[config.mk]
export PLATFORM = sky130hd
export DESIGN_NAME = lobm_front
export DESIGN_NICKNAME = d
export VERILOG_FILES = /design/src/hw/rtl/lobm_pkg.sv /design/src/hw/rtl/lobm_front.sv
export SDC_FILE = /design/constraint.sdc
export NUM_CORES = 1
export LEC_CHECK = 0
export BUFFER_PORTS_ARGS = -buffer_cell sky130_fd_sc_hd__buf_4
export CAP_MARGIN = 20
export CORE_AREA = 2 2 108 151
export DETAILED_ROUTE_END_ITERATION = 10
export DIE_AREA = 0 0 110 153
export PLACE_DENSITY = 0.69
export SYNTH_ARGS = -nofsm -noshare
export SYNTH_HDL_FRONTEND = slang
export SYNTH_SLANG_ARGS = --single-unit
[constraint.sdc]
create_clock -name i_clk -period 4.4 [get_ports i_clk]
set_clock_uncertainty 0.2 [all_clocks]
set_input_delay 0.44 -clock i_clk [delete_from_list [all_inputs] [get_ports i_clk]]
set_output_delay 0.44 -clock i_clk [all_outputs]
set_load 0.1 [all_outputs]
[src/hw/rtl/lobm_pkg.sv]
package lobm_pkg;

    localparam logic OP_SUBMIT = 1'b0;
    localparam logic OP_CANCEL = 1'b1;

    // Widest level and id that any parameter setting can ask for
    localparam int CMD_ID_W  = 16;
    localparam int CMD_LVL_W = 12;
    localparam int QTY_W     = 32;

    localparam int IN_TDATA_W  = 72;
    localparam int OUT_TDATA_W = 112;

    typedef enum logic [2:0] {
        ST_RESTED    = 3'd0,
        ST_FILLED    = 3'd1,
        ST_BAD_PRICE = 3'd2,
        ST_BAD_ID    = 3'd3,
        ST_CANCELLED = 3'd4,
        ST_NOT_FOUND = 3'd5
    } t_status;

    // What the front end decided about an item before the book is touched
    typedef enum logic [2:0] {
        K_SUBMIT,
        K_CANCEL,
        K_REJ_PRICE,
        K_REJ_ID,
        K_CAN_NF
    } t_kind;

    typedef struct packed {
        t_kind                  kind;
        logic [CMD_ID_W-1:0]    id;
        logic                   sell;
        logic [CMD_LVL_W-1:0]   lvl;
        logic [QTY_W-1:0]       qty;
    } t_cmd;

    typedef struct packed {
        logic valid;
        t_cmd cmd;
    } t_qhead;

    typedef struct packed {
        logic ready;
        logic pop;
    } t_bctl;

    // First member is the top bits: status lands in bit 0 upward
    typedef struct packed {
        logic [31:0] total;
        logic [10:0] resting;
        logic [7:0]  ask;
        logic [8:0]  bid;
        logic [31:0] remain;
        logic [10:0] fills;
        t_status     status;
    } t_result;

endpackage

[src/hw/rtl/lobm_front.sv]
module lobm_front
    import lobm_pkg::*;
#(
    parameter int TICK_SPAN     = 127,
    parameter int MAX_ORDER_IDS = 1024
) (
    input  logic                  i_clk,
    input  logic                  i_rst_n,
    input  logic                  s_axis_tvalid,
    output logic                  s_axis_tready,
    input  logic [IN_TDATA_W-1:0] s_axis_tdata,
    input  logic                  s_axis_tuser,
    input  t_bctl                 i_bctl,
    output t_qhead                o_qhead
);

    localparam int TOTAL = 2 * TICK_SPAN + 1;

    logic [15:0]        in_id;
    logic               in_sell;
    logic signed [15:0] in_price;
    logic [31:0]        in_qty;
    logic signed [17:0] lvl_s;
    logic               price_bad;
    logic               id_bad;
    t_cmd               cmd;
    logic               push;

    t_cmd       r_q [2];
    logic       r_wp;
    logic       r_rp;
    logic [1:0] r_cnt;

    assign in_id    = s_axis_tdata[15:0];
    assign in_sell  = s_axis_tdata[16];
    assign in_price = s_axis_tdata[32:17];
    assign in_qty   = s_axis_tdata[64:33];

    assign lvl_s     = 18'(in_price) + signed'(18'(TICK_SPAN));
    assign price_bad = (lvl_s < 0) || (lvl_s >= signed'(18'(TOTAL)));
    assign id_bad    = 17'(in_id) >= 17'(MAX_ORDER_IDS);

    // Classify: range checks are settled here, liveness in the back end
    always_comb begin
        cmd.id   = in_id;
        cmd.sell = in_sell;
        cmd.lvl  = lvl_s[CMD_LVL_W-1:0];
        cmd.qty  = in_qty;
        if (s_axis_tuser == OP_SUBMIT) begin
            if (price_bad) begin
                cmd.kind = K_REJ_PRICE;
            end else if (id_bad) begin
                cmd.kind = K_REJ_ID;
            end else begin
                cmd.kind = K_SUBMIT;
            end
        end else begin
            cmd.kind = id_bad ? K_CAN_NF : K_CANCEL;
        end
    end

    assign s_axis_tready = i_bctl.ready && (r_cnt != 2'd2);
    assign push          = s_axis_tvalid && s_axis_tready;

    always_ff @(posedge i_clk) begin
        if (!i_rst_n) begin
            r_wp  <= 1'b0;
            r_rp  <= 1'b0;
            r_cnt <= 2'd0;
        end else begin
            if (push) begin
                r_q[r_wp] <= cmd;
                r_wp      <= ~r_wp;
            end
            if (i_bctl.pop) begin
                r_rp <= ~r_rp;
            end
            r_cnt <= r_cnt + 2'(push) - 2'(i_bctl.pop);
        end
    end

    assign o_qhead.valid = (r_cnt != 2'd0);
    assign o_qhead.cmd   = r_q[r_rp];

endmodule

# After elaboration in Yosys (flattened, before gate mapping)
# Memories as Yosys holds them, arrays and structs flattened. A register that Yosys moved wholly into a read port is not among the register bits.
# Cells that the tools add are included.
dict set report word_totals {
  regBits 4
  ram_bits 128
  in_bits 78
  output_inout_bits 66
  wordCells 26
  mem_count 1
}
# name depth word_bits rd rd_ports_with_merged_regs wr line_no
set mem_list {}
lappend mem_list {r_q 2 64 1 1 1 lobm_front.sv:29} ;# t_cmd r_q [2];
dict set report classes {
  add_sub_neg 3
  magnitude_cmp 3
  eq_ne 1
  muxes 9
  bitwise 2
  reduce_logical 4
}
# cell n
set op_table {}
lappend op_table {{16-bit by 8-bit adder with 17-bit output, second input constant} 1}
lappend op_table {{17-bit by 9-bit >= comparator with 1-bit output, second input constant} 1}
lappend op_table {{17-bit by 1-bit less-than comparator with 1-bit output, second input constant} 1}
lappend op_table {{16-bit by 11-bit >= comparator with 1-bit output, second input constant} 1}
lappend op_table {{3-bit 2-to-1 mux} 2}
lappend op_table {{1-bit 2-to-1 mux} 5}
lappend op_table {{2-bit 2-to-1 mux} 2}
lappend op_table {{2-bit by 1-bit adder with 2-bit output} 1}
lappend op_table {{1-bit logical AND} 2}
lappend op_table {{2-bit inequality test, second input constant} 1}
lappend op_table {{1-bit inverter} 2}
lappend op_table {{2-bit nonzero test} 1}
lappend op_table {{2-bit by 1-bit subtractor with 2-bit output} 1}
lappend op_table {{1-bit logical OR} 1}

# Longest topological paths before layout
# Gate-level depths: netlist (run 1).
dict set report depth {
  ltp_word 6
  mapped_depth 8
  depth_no_buf 8
}

# Least setup slack after synthesis (run 1)
# No wires, ideal clock.
dict set report synth_timing {
  path_type {input -> register}
  start {in i_bctl[1] (netlist bit)}
  end {mem r_q[0][0] (netlist bit), enable pin}
  t_arrival_ns 5.829
  path_slack_ns -2.115
  cell_stages 4
  path_cell_list {a21boi_0 > and2_0 > nand2_1 > nor2_1}
}
dict set report synth_via {
  elab_chain_cells 5
}
# element line_no
set synth_lines {}
lappend synth_lines {{from (decl)} lobm_front.sv:13} ;# input t_bctl i_bctl,
lappend synth_lines {{1-bit logical AND} lobm_front.sv:62} ;# assign s_axis_tready = i_bctl.ready && (r_cnt != 2'd2);
lappend synth_lines {{1-bit logical AND} lobm_front.sv:63} ;# assign push = s_axis_tvalid && s_axis_tready;
lappend synth_lines {{via push} lobm_front.sv:27} ;# logic push;
lappend synth_lines {{1-bit 2-to-1 mux} lobm_front.sv:71} ;# if (push) begin
lappend synth_lines {{1-bit 2-to-1 mux} lobm_front.sv:66} ;# if (!i_rst_n) begin
lappend synth_lines {{1-bit 2-to-1 mux (implied by the code)} lobm_front.sv:72} ;# r_q[r_wp] <= cmd;
lappend synth_lines {{to (decl)} lobm_front.sv:29}
# The timed path passes the listed nets, and every way through them passes these cells.

==> report_table.html, run 1 <==
<table>
<tr><th>Metric</th><th>Value</th></tr>
<tr><th colspan="2">Cells and area</th></tr>
<tr><td>Fraction of final layout cells sized beyond drive strength 1</td><td>52.7%</td></tr>
<tr><td>Syn-to-layout area delta</td><td>36.7%</td></tr>
<tr><td>Total Nets Final</td><td>532</td></tr>
<tr><td>Final antenna diode count</td><td>0</td></tr>
<tr><td>Number of fill cells in the layout</td><td>1362</td></tr>
<tr><td>Multi-input gate area in the final layout</td><td>0.00132 mm^2</td></tr>
<tr><td>Final instance area</td><td>0.00727 mm^2</td></tr>
<tr><td>Sequential cell area</td><td>0.00395 mm^2</td></tr>
<tr><th colspan="2">Detailed routing</th></tr>
<tr><td>Post-DR wirelength/cell</td><td>roughly 17 um</td></tr>
<tr><td>Detailed Route WL</td><td>10.9 mm</td></tr>
<tr><td>Detailed router's first-iteration violation count</td><td>121</td></tr>
<tr><td>Number of design rule violations left after detail routing</td><td>0</td></tr>
<tr><td>Vias after detailed routing</td><td>3094</td></tr>
<tr><td>Routed Antenna Nets</td><td>0</td></tr>
<tr><td>Vias/cell</td><td>4.69</td></tr>
<tr><td>Number of optimization iterations in the first detailed-route pass</td><td>4</td></tr>
<tr><th colspan="2">Clock tree</th></tr>
<tr><td>Sinks on Clock Net</td><td>between 100 and 150</td></tr>
<tr><td>Post-cts gate resize count</td><td>0</td></tr>
<tr><td>Cts bufs inserted</td><td>17</td></tr>
<tr><td>TritonCTS clock tree</td><td>done</td></tr>
<tr><td>Root buffer cell</td><td>clkbuf_16</td></tr>
<tr><td>Clock network latency to the later pin of the worst-skew pair</td><td>roughly 0.4 ns</td></tr>
<tr><td>Clock-pin slew on the worst setup and hold paths</td><td>0.06 ns</td></tr>
<tr><td>Deepest level of the CTS H-tree</td><td>4</td></tr>
<tr><td>Max clock buf depth</td><td>2</td></tr>
<tr><th colspan="2">Global routing</th></tr>
<tr><td>Global-route wire length before repair</td><td>16.7 mm</td></tr>
<tr><td>Initial antenna violation count</td><td>0</td></tr>
<tr><td>Via count of the first global-routing pass</td><td>between 3000 and 4000</td></tr>
<tr><td>Maximum number of pins on one net before global-route repair</td><td>65</td></tr>
<tr><td>Total GRT Usage</td><td>13.2%</td></tr>
<tr><td>Remaining global-route overflow</td><td>0</td></tr>
<tr><th colspan="2">Power</th></tr>
<tr><td>Worst vdd rail ir drop</td><td>around 0.21 mV</td></tr>
<tr><td>Sw power</td><td>approximately 1.1 mW</td></tr>
<tr><td>Combinational Power Share</td><td>20.0%</td></tr>
<tr><td>P_int</td><td>2.58 mW</td></tr>
<tr><td>Switching share of power</td><td>between 20% and 30%</td></tr>
<tr><td>Reg power frac</td><td>between 40% and 50%</td></tr>
<tr><td>Fraction of power consumed by the clock network</td><td>39.8%</td></tr>
<tr><td>Static Leakage</td><td>roughly 2.7 nW</td></tr>
<tr><td>Cell Pwr Density</td><td>501 mW/mm^2</td></tr>
<tr><th colspan="2">Synthesis</th></tr>
<tr><td>Post-synthesis sequential element count</td><td>133</td></tr>
<tr><td>Synth area leaders</td><td>edfxtp_1 72%, mux2_2 14%, dfxtp_1 1.9%, xor2_1 1.2%, xnor2_1 0.99%</td></tr>
<tr><td>Number of enable-type register cells in the synthesized netlist</td><td>128</td></tr>
<tr><td>Net count after synthesis</td><td>376</td></tr>
<tr><td>Number of instances in the synthesized netlist</td><td>between 200 and 300</td></tr>
<tr><td>Synthesized area divided by synthesized cell count</td><td>18.0 um^2</td></tr>
<tr><td>Most frequent cell after synthesis</td><td>edfxtp_1</td></tr>
<tr><td>Most frequent cells after synthesis</td><td>128 x edfxtp_1, 64 x mux2_2, 10 x nand2_1</td></tr>
<tr><td>Cell area after synthesis</td><td>~0.0053 mm^2</td></tr>
<tr><td>Async SR Flop Fraction</td><td>0%</td></tr>
<tr><td>Most frequently used flop master after synthesis</td><td>edfxtp_1</td></tr>
<tr><td>Cell taking the most area after synthesis</td><td>edfxtp_1</td></tr>
<tr><td>Portion of the post-synthesis area used by sequential elements</td><td>between 70% and 80%</td></tr>
<tr><td>Synthesis Warnings</td><td>0</td></tr>
<tr><td>Number of distinct library cell variants in the gate-level netlist after synthesis</td><td>between 40 and 50</td></tr>
<tr><td>Area fraction of the dominant cell type after synthesis</td><td>approximately 72%</td></tr>
<tr><th colspan="2">Placed design</th></tr>
<tr><td>Placer congestion estimate</td><td>between 0.8 and 0.9</td></tr>
<tr><td>HPWL after detailed placement</td><td>7.43 mm</td></tr>
<tr><td>Placement-stage cell area</td><td>0.00660 mm^2</td></tr>
<tr><td>I/O Buffers</td><td>136</td></tr>
<tr><th colspan="2">Floorplanning</th></tr>
<tr><td>Core Region</td><td>0.0155 mm^2</td></tr>
<tr><td>Floorplan die height</td><td>153 um</td></tr>
<tr><td>Initial Utilization</td><td>34.4%</td></tr>
<tr><td>FP Rows</td><td>54</td></tr>
<tr><td>Die outline area</td><td>between 0.015 and 0.02 mm^2</td></tr>
<tr><td># IOs</td><td>roughly 140</td></tr>
<tr><td>Horizontal die dimension</td><td>approximately 110 um</td></tr>
<tr><th colspan="2">Timing</th></tr>
<tr><td>Final period util</td><td>64.1%</td></tr>
<tr><td>Highest attainable clock frequency</td><td>355 MHz</td></tr>
<tr><td>Hold Vio Cnt, Final</td><td>0</td></tr>
<tr><td>Final TNS setup</td><td>0 ns</td></tr>
<tr><td>Setup repair after global routing missed its margin</td><td>false</td></tr>
<tr><td>Total of endpoints with negative setup slack in the final report</td><td>0</td></tr>
<tr><td>Period minus WS final</td><td>2.82 ns</td></tr>
<tr><td>Worst Hold Margin</td><td>0.0257 ns</td></tr>
<tr><td>Pins Over Slew Limit</td><td>0</td></tr>
<tr><td>Headroom to the max-slew limit</td><td>40.3%</td></tr>
<tr><td>Transition at the pin with the smallest max-transition slack</td><td>0.895 ns</td></tr>
<tr><th colspan="2">Critical path</th></tr>
<tr><td>Biggest fanout along the worst timing path</td><td>25</td></tr>
<tr><td>Cells traversed along the worst timing path</td><td>buf_4 &gt; mux2_2 &gt; buf_4</td></tr>
<tr><td>Cell family with most CP delay</td><td>flip-flops</td></tr>
<tr><td>Type of element launching the critical path</td><td>flip-flop</td></tr>
<tr><td>Kind of end point of the critical path</td><td>output port</td></tr>
<tr><td>Required time at the worst-slack endpoint</td><td>3.76 ns</td></tr>
<tr><td>Crit path buffers/inverters</td><td>2</td></tr>
<tr><td>Launch instance of the worst register-to-register path</td><td>r_cnt[0]</td></tr>
<tr><td>WP data arrival</td><td>2.18 ns</td></tr>
<tr><td>Most prevalent standard cell on the critical path</td><td>buf_4</td></tr>
<tr><td>Largest stage delay, worst path</td><td>roughly 0.7 ns</td></tr>
<tr><td>Master of the slowest instance on the critical path</td><td>dfxtp_2</td></tr>
<tr><td>CP Class</td><td>flip-flop to output port</td></tr>
<tr><th colspan="2">Min path</th></tr>
<tr><td>Hold path startpoint</td><td>s_axis_tdata[48]</td></tr>
<tr><td>HP Class</td><td>input port to flip-flop</td></tr>
<tr><th colspan="2">Job</th></tr>
<tr><td>Max-Cap Viols</td><td>0</td></tr>
<tr><th colspan="2">Outcome</th></tr>
<tr><td>Status</td><td>complete, no violations</td></tr>
</table>
per-stage QoR:
| step | util [%] | worst slack [ns] | instances | power [mW] |
|---|---|---|---|---|
| global route | 47.0 | 1.42 | 659 | 3.76 |
| floorplan | - | 0.445 | 295 | 2.04 |
| CTS | 47.0 | 1.48 | 659 | 3.69 |
| finish | 47.0 | 1.58 | 659 | 3.64 |
| detailed placement | 42.7 | 1.51 | 623 | 2.22 |
| global placement | 42.7 | 1.65 | 623 | 2.21 |
repair_timing:
item,CTS,global route
buffers inserted,0,0
endpoints found under the hold margin,9,0
hold buffers,5,0
final timing paths:
path,endpoint,slack [ns],cells after the start
worst max-delay path,o_qhead[2],1.58,3
worst min-delay path,r_q[0][15],0.03,1
worst max register to register,r_q[1][46],1.93,5
worst min register to register,flip-flop,0.37,2
state kept, by name, indices dropped and copies added, names as in the netlist, named ones only:
signal and cells:
r_cnt 2, r_wp 1, r_q 128, r_rp 1
power groups by stage:
stage | clock, mW | combinational, mW | sequential, mW
after floorplan | 0 | 0.559 | 1.48
after global placement | 0 | 0.720 | 1.49
after detailed placement | 0 | 0.727 | 1.49
after CTS | 1.49 | 0.732 | 1.47
after global routing | 1.53 | 0.756 | 1.47
final | 1.45 | 0.726 | 1.46
worst register-to-register path: cells and delay by family (launching register included):
family	cells	cell delay, ns
buffers and inverters	2	0.38
and+or+nand+nor	2	1.08
DFF	1	0.32
AOI/OAI and AO/OA	1	0.16
cell families (layout without fill, tap and decap cells):
kind of cell,count (synthesis),in the layout,synth area share [%]
AO/OA/AOI/OAI,20,20,2.68
XOR/XNOR,13,13,2.14
adder cells (fa/ha/maj),3,3,0.706
buffers and inverters,15,183,1.08
flip-flops,133,133,74.2
multiplexers,66,66,13.9
AND/OR/NAND/NOR,45,45,5.25
layout make-up:
type                    count  share of cell area (%)
flip-flops and latches    133                    54.3
multi-input cells         147                    18.2
repair buffers            145                    15.3
clock buffers              18                    5.91
well taps                 196                    3.38
clock inverters            13                    2.53
inverters                   7                   0.362
routing by layer:
layer	GRT usage, %	wire length, um	vias to the layer above
li1	-	-	1460
met1	13.5	4010	1519
met2	23.8	6050	102
met3	3.88	597	13
met4	6.51	232	0
met5	0	0	-
cell usage in the layout, fill, tap and decap left out, types with 2 or more instances in the layout:
cell	synthesis	layout
or2b_1	2	2
buf_4	0	139
nor2_1	6	5
inv_1	7	7
or2_2	2	2
bufinv_16	0	4
mux2i_1	2	2
xnor2_1	6	6
ha_1	3	3
clkinv_2	0	2
dlygate4sd3_1	0	5
nor3_1	2	2
dfxtp_1	5	4
clkinvlp_4	0	2
o21ai_0	4	4
edfxtp_1	128	128
a21oi_1	4	4
nand2_1	10	10
clkbuf_16	0	17
nand3_1	4	4
and2_1	5	5
a211oi_1	3	3
clkinv_4	0	4
mux2_2	64	64
xor2_1	7	7
Power figures use the tool's default switching activity.
==> run 2, diff against run 1 <==
==> constraint.sdc (replaced) <==
create_clock -name i_clk -period 2.3 [get_ports i_clk]
set_clock_uncertainty 0.2 [all_clocks]
set_input_delay 0.23 -clock i_clk [delete_from_list [all_inputs] [get_ports i_clk]]
set_output_delay 0.23 -clock i_clk [all_outputs]
set_load 0.1 [all_outputs]
==> run 2 against run 1 <==
Clock power increased by 93%; first-iteration DRC count decreased by 26%; hold slack improved by 0.0045 ns; via count increased by 8.7%; critical path depth increased by 5; register-to-register slack got worse by 1.5 ns; total power increased by 96%; utilization increased by 4.5 points; die area unchanged; routed wire length increased by 6.7%; global-route usage increased by 1.1 points; critical path type is now input port to flip-flop.
==> report_table.html, run 2 (synthesis gave the netlist of run 1 again) <==
<table>
<tr><th>Metric</th><th>Value</th></tr>
<tr><th colspan="2">Detailed routing</th></tr>
<tr><td>Vias/cell</td><td>4.65</td></tr>
<tr><td>Number of design rule violations left after detail routing</td><td>0</td></tr>
<tr><td>Vias after detailed routing</td><td>approximately 3400</td></tr>
<tr><td>Detailed router's first-iteration violation count</td><td>89</td></tr>
<tr><td>Post-DR wirelength/cell</td><td>around 16 um</td></tr>
<tr><td>Routed Antenna Nets</td><td>0</td></tr>
<tr><td>Number of optimization iterations in the first detailed-route pass</td><td>4</td></tr>
<tr><td>Detailed Route WL</td><td>11.6 mm</td></tr>
<tr><th colspan="2">Power</th></tr>
<tr><td>Static Leakage</td><td>a little under 3 nW</td></tr>
<tr><td>Worst vdd rail ir drop</td><td>0.436 mV</td></tr>
<tr><td>Cell Pwr Density</td><td>893 mW/mm^2</td></tr>
<tr><th colspan="2">Global routing</th></tr>
<tr><td>Total GRT Usage</td><td>14.3%</td></tr>
<tr><td>Initial antenna violation count</td><td>0</td></tr>
<tr><td>Maximum number of pins on one net before global-route repair</td><td>65</td></tr>
<tr><td>Via count of the first global-routing pass</td><td>3675</td></tr>
<tr><td>Remaining global-route overflow</td><td>0</td></tr>
<tr><td>Global-route wire length before repair</td><td>18.1 mm</td></tr>
<tr><th colspan="2">Clock tree</th></tr>
<tr><td>TritonCTS clock tree</td><td>done</td></tr>
<tr><td>Sinks on Clock Net</td><td>133</td></tr>
<tr><td>Clock-pin slew on the worst setup and hold paths</td><td>0.06 ns</td></tr>
<tr><td>Cts bufs inserted</td><td>17</td></tr>
<tr><td>Root buffer cell</td><td>clkbuf_16</td></tr>
<tr><td>Clock network latency to the later pin of the worst-skew pair</td><td>0.41 ns</td></tr>
<tr><td>Max clock buf depth</td><td>2</td></tr>
<tr><td>Deepest level of the CTS H-tree</td><td>4</td></tr>
<tr><th colspan="2">Placed design</th></tr>
<tr><td>Placer congestion estimate</td><td>0.793</td></tr>
<tr><td>Placement-stage worst setup slack</td><td>-0.0250 ns</td></tr>
<tr><td>Cell total after placement</td><td>630</td></tr>
<tr><td>I/O Buffers</td><td>136</td></tr>
<tr><td>HPWL after detailed placement</td><td>7.51 mm</td></tr>
<tr><th colspan="2">Cells and area</th></tr>
<tr><td>Total Nets Final</td><td>596</td></tr>
<tr><td>Post-route non-filler standard cell count</td><td>724</td></tr>
<tr><td>End-of-flow core utilization</td><td>between 50% and 60%</td></tr>
<tr><td>Top library cells by usage in the layout, fill and taps aside</td><td>143 x buf_4, 128 x edfxtp_1, 64 x mux2_2, 62 x dlygate4sd3_1, 17 x clkbuf_16</td></tr>
<tr><td>Fraction of final layout cells sized beyond drive strength 1</td><td>49.6%</td></tr>
<tr><td>Syn-to-layout area delta</td><td>49.9%</td></tr>
<tr><td>Most flop-heavy register</td><td>r_q</td></tr>
<tr><td>Commonest non-fill, non-tap cell in the layout</td><td>buf_4</td></tr>
<tr><td>Flip-flop count of the largest register, all copies and words added</td><td>between 100 and 150</td></tr>
<tr><td>Largest registers in the final layout</td><td>r_q x128, r_cnt x2</td></tr>
<tr><td>Final antenna diode count</td><td>0</td></tr>
<tr><th colspan="2">Critical path</th></tr>
<tr><td>Reg2reg setup slack</td><td>0.45 ns</td></tr>
<tr><td>Required time at the worst-slack endpoint</td><td>2.26 ns</td></tr>
<tr><td>Cells traversed along the worst timing path</td><td>dlygate4sd3_1 &gt; buf_4 &gt; nor4_4 &gt; nand2_2 &gt; mux2i_2 &gt; a41oi_1 &gt; a21oi_2 &gt; a31o_1</td></tr>
<tr><td>Crit path buffers/inverters</td><td>2</td></tr>
<tr><td>Critical Path Start</td><td>s_axis_tdata[19]</td></tr>
<tr><td>Launch instance of the worst register-to-register path</td><td>r_cnt[0]</td></tr>
<tr><td>Kind of end point of the critical path</td><td>flip-flop</td></tr>
<tr><td>Master of the slowest instance on the critical path</td><td>dlygate4sd3_1</td></tr>
<tr><td>CP Class</td><td>input port to flip-flop</td></tr>
<tr><td>Cell family with most CP delay</td><td>buffers and inverters</td></tr>
<tr><td>Crit. path cell count</td><td>8</td></tr>
<tr><td>Largest stage delay, worst path</td><td>0.54 ns</td></tr>
<tr><td>Worst r2r path cells</td><td>5</td></tr>
<tr><td>R2r endpoint</td><td>r_q[1][55]</td></tr>
<tr><td>WP data arrival</td><td>between 2 and 2.5 ns</td></tr>
<tr><td>Biggest fanout along the worst timing path</td><td>6</td></tr>
<tr><td>Type of element launching the critical path</td><td>input port</td></tr>
<tr><td>Crit path capture</td><td>r_q[0][61]</td></tr>
<tr><th colspan="2">Timing</th></tr>
<tr><td>Period minus WS final</td><td>2.23 ns</td></tr>
<tr><td>Total of endpoints with negative setup slack in the final report</td><td>0</td></tr>
<tr><td>Transition at the pin with the smallest max-transition slack</td><td>0.412 ns</td></tr>
<tr><td>Smallest setup slack after layout</td><td>0.0741 ns</td></tr>
<tr><td>Highest attainable clock frequency</td><td>449 MHz</td></tr>
<tr><td>Headroom to the max-slew limit</td><td>72.5%</td></tr>
<tr><td>Final period util</td><td>96.8%</td></tr>
<tr><td>Setup repair after global routing missed its margin</td><td>false</td></tr>
<tr><td>Hold Vio Cnt, Final</td><td>0</td></tr>
<tr><td>Pins Over Slew Limit</td><td>0</td></tr>
<tr><th colspan="2">Min path</th></tr>
<tr><td>HP Class</td><td>input port to flip-flop</td></tr>
<tr><th colspan="2">Floorplanning</th></tr>
<tr><td>Horizontal die dimension</td><td>110 um</td></tr>
<tr><td>Initial Utilization</td><td>between 30% and 40%</td></tr>
<tr><td>Floorplan die height</td><td>153 um</td></tr>
<tr><td># IOs</td><td>144</td></tr>
<tr><td>FP Rows</td><td>54</td></tr>
<tr><td>Die outline area</td><td>about 0.017 mm^2</td></tr>
<tr><td>Core Region</td><td>~0.015 mm^2</td></tr>
<tr><th colspan="2">Outcome</th></tr>
<tr><td>Status</td><td>complete, no violations</td></tr>
<tr><th colspan="2">Job</th></tr>
<tr><td>Max-Cap Viols</td><td>0</td></tr>
</table>
==> run 2: cell count changes in the layout (fill, tap and decap cells not counted), sizes merged <==
cell / change
buf: +7
clkbuf: -1
dlygate4sd3: +57
bufinv: -1
clkinvlp: +1
inv: +7
clkinv: -5
==> run 2: worst register-to-register path, stage by stage (launching register included) <==
cell      delay, ns
dfxtp_2        0.33
inv_2          0.05
a21boi_4       0.14
and2_4         0.18
and3_2         0.21
buf_12         0.30
==> run 2: final cells by class <==
| type | count | area [um^2] |
|---|---|---|
| inverters | 7 | 26.3 |
| flip-flops and latches | 133 | 3950 |
| repair buffers | 209 | 1770 |
| fillers | 1272 | 7510 |
| clock buffers | 17 | 425 |
| multi-input cells | 147 | 1360 |
| well taps | 196 | 245 |
| clock inverters | 15 | 193 |
==> run 2: where the power goes <==
part           leakage (nW)  internal [mW]  switching, mW
clock                 0.295           1.74           1.07
sequential             1.20           2.76         0.0293
combinational          1.48          0.460           1.06
total                  2.98           4.95           2.16
==> run 2: repair_timing <==
action                                 4_1_cts  5_1_grt
setup buffers                                0        0
hold buffers                                62        0
gates resized for setup                      0        4
endpoints found under the hold margin      125        0
setup endpoints to repair                    0        4
==> run 2: worst min-delay path by stage <==
stage	from	slack, ns	depth (start not counted)	to
after global routing	s_axis_tdata[23]	0.04	3	r_q[1][38]
final	s_axis_tdata[23]	0.03	3	r_q[0][38]
after CTS	s_axis_tdata[23]	0.02	3	r_q[0][38]
after global placement	s_axis_tdata[35]	0.22	1	r_q[1][2]
after detailed placement	s_axis_tdata[35]	0.22	1	r_q[1][2]
after floorplan	s_axis_tdata[33]	0.13	0	r_q[0][0]
==> run 2: metal layers <==
metal  part of all wire, %  global-route usage (%)
met1                    38                    15.1
met3                   4.5                    3.33
met5                     0                       0
met4                   2.3                    6.63
met2                    56                    26.1
==> run 2: through the flow <==
stage | setup TNS [ns] | power [mW] | hold slack, ns | area (um^2)
3_3_place_gp | 0 | 4.25 | 0.216 | 6710
3_5_place_dp | -0.0500 | 4.28 | 0.219 | 6710
5_1_grt | 0 | 7.38 | 0.0398 | 7970
6_report | 0 | 7.12 | 0.0302 | 7970
2_1_floorplan | -64.00 | 3.91 | 0.129 | 5340
4_1_cts | 0 | 7.21 | 0.0206 | 7950
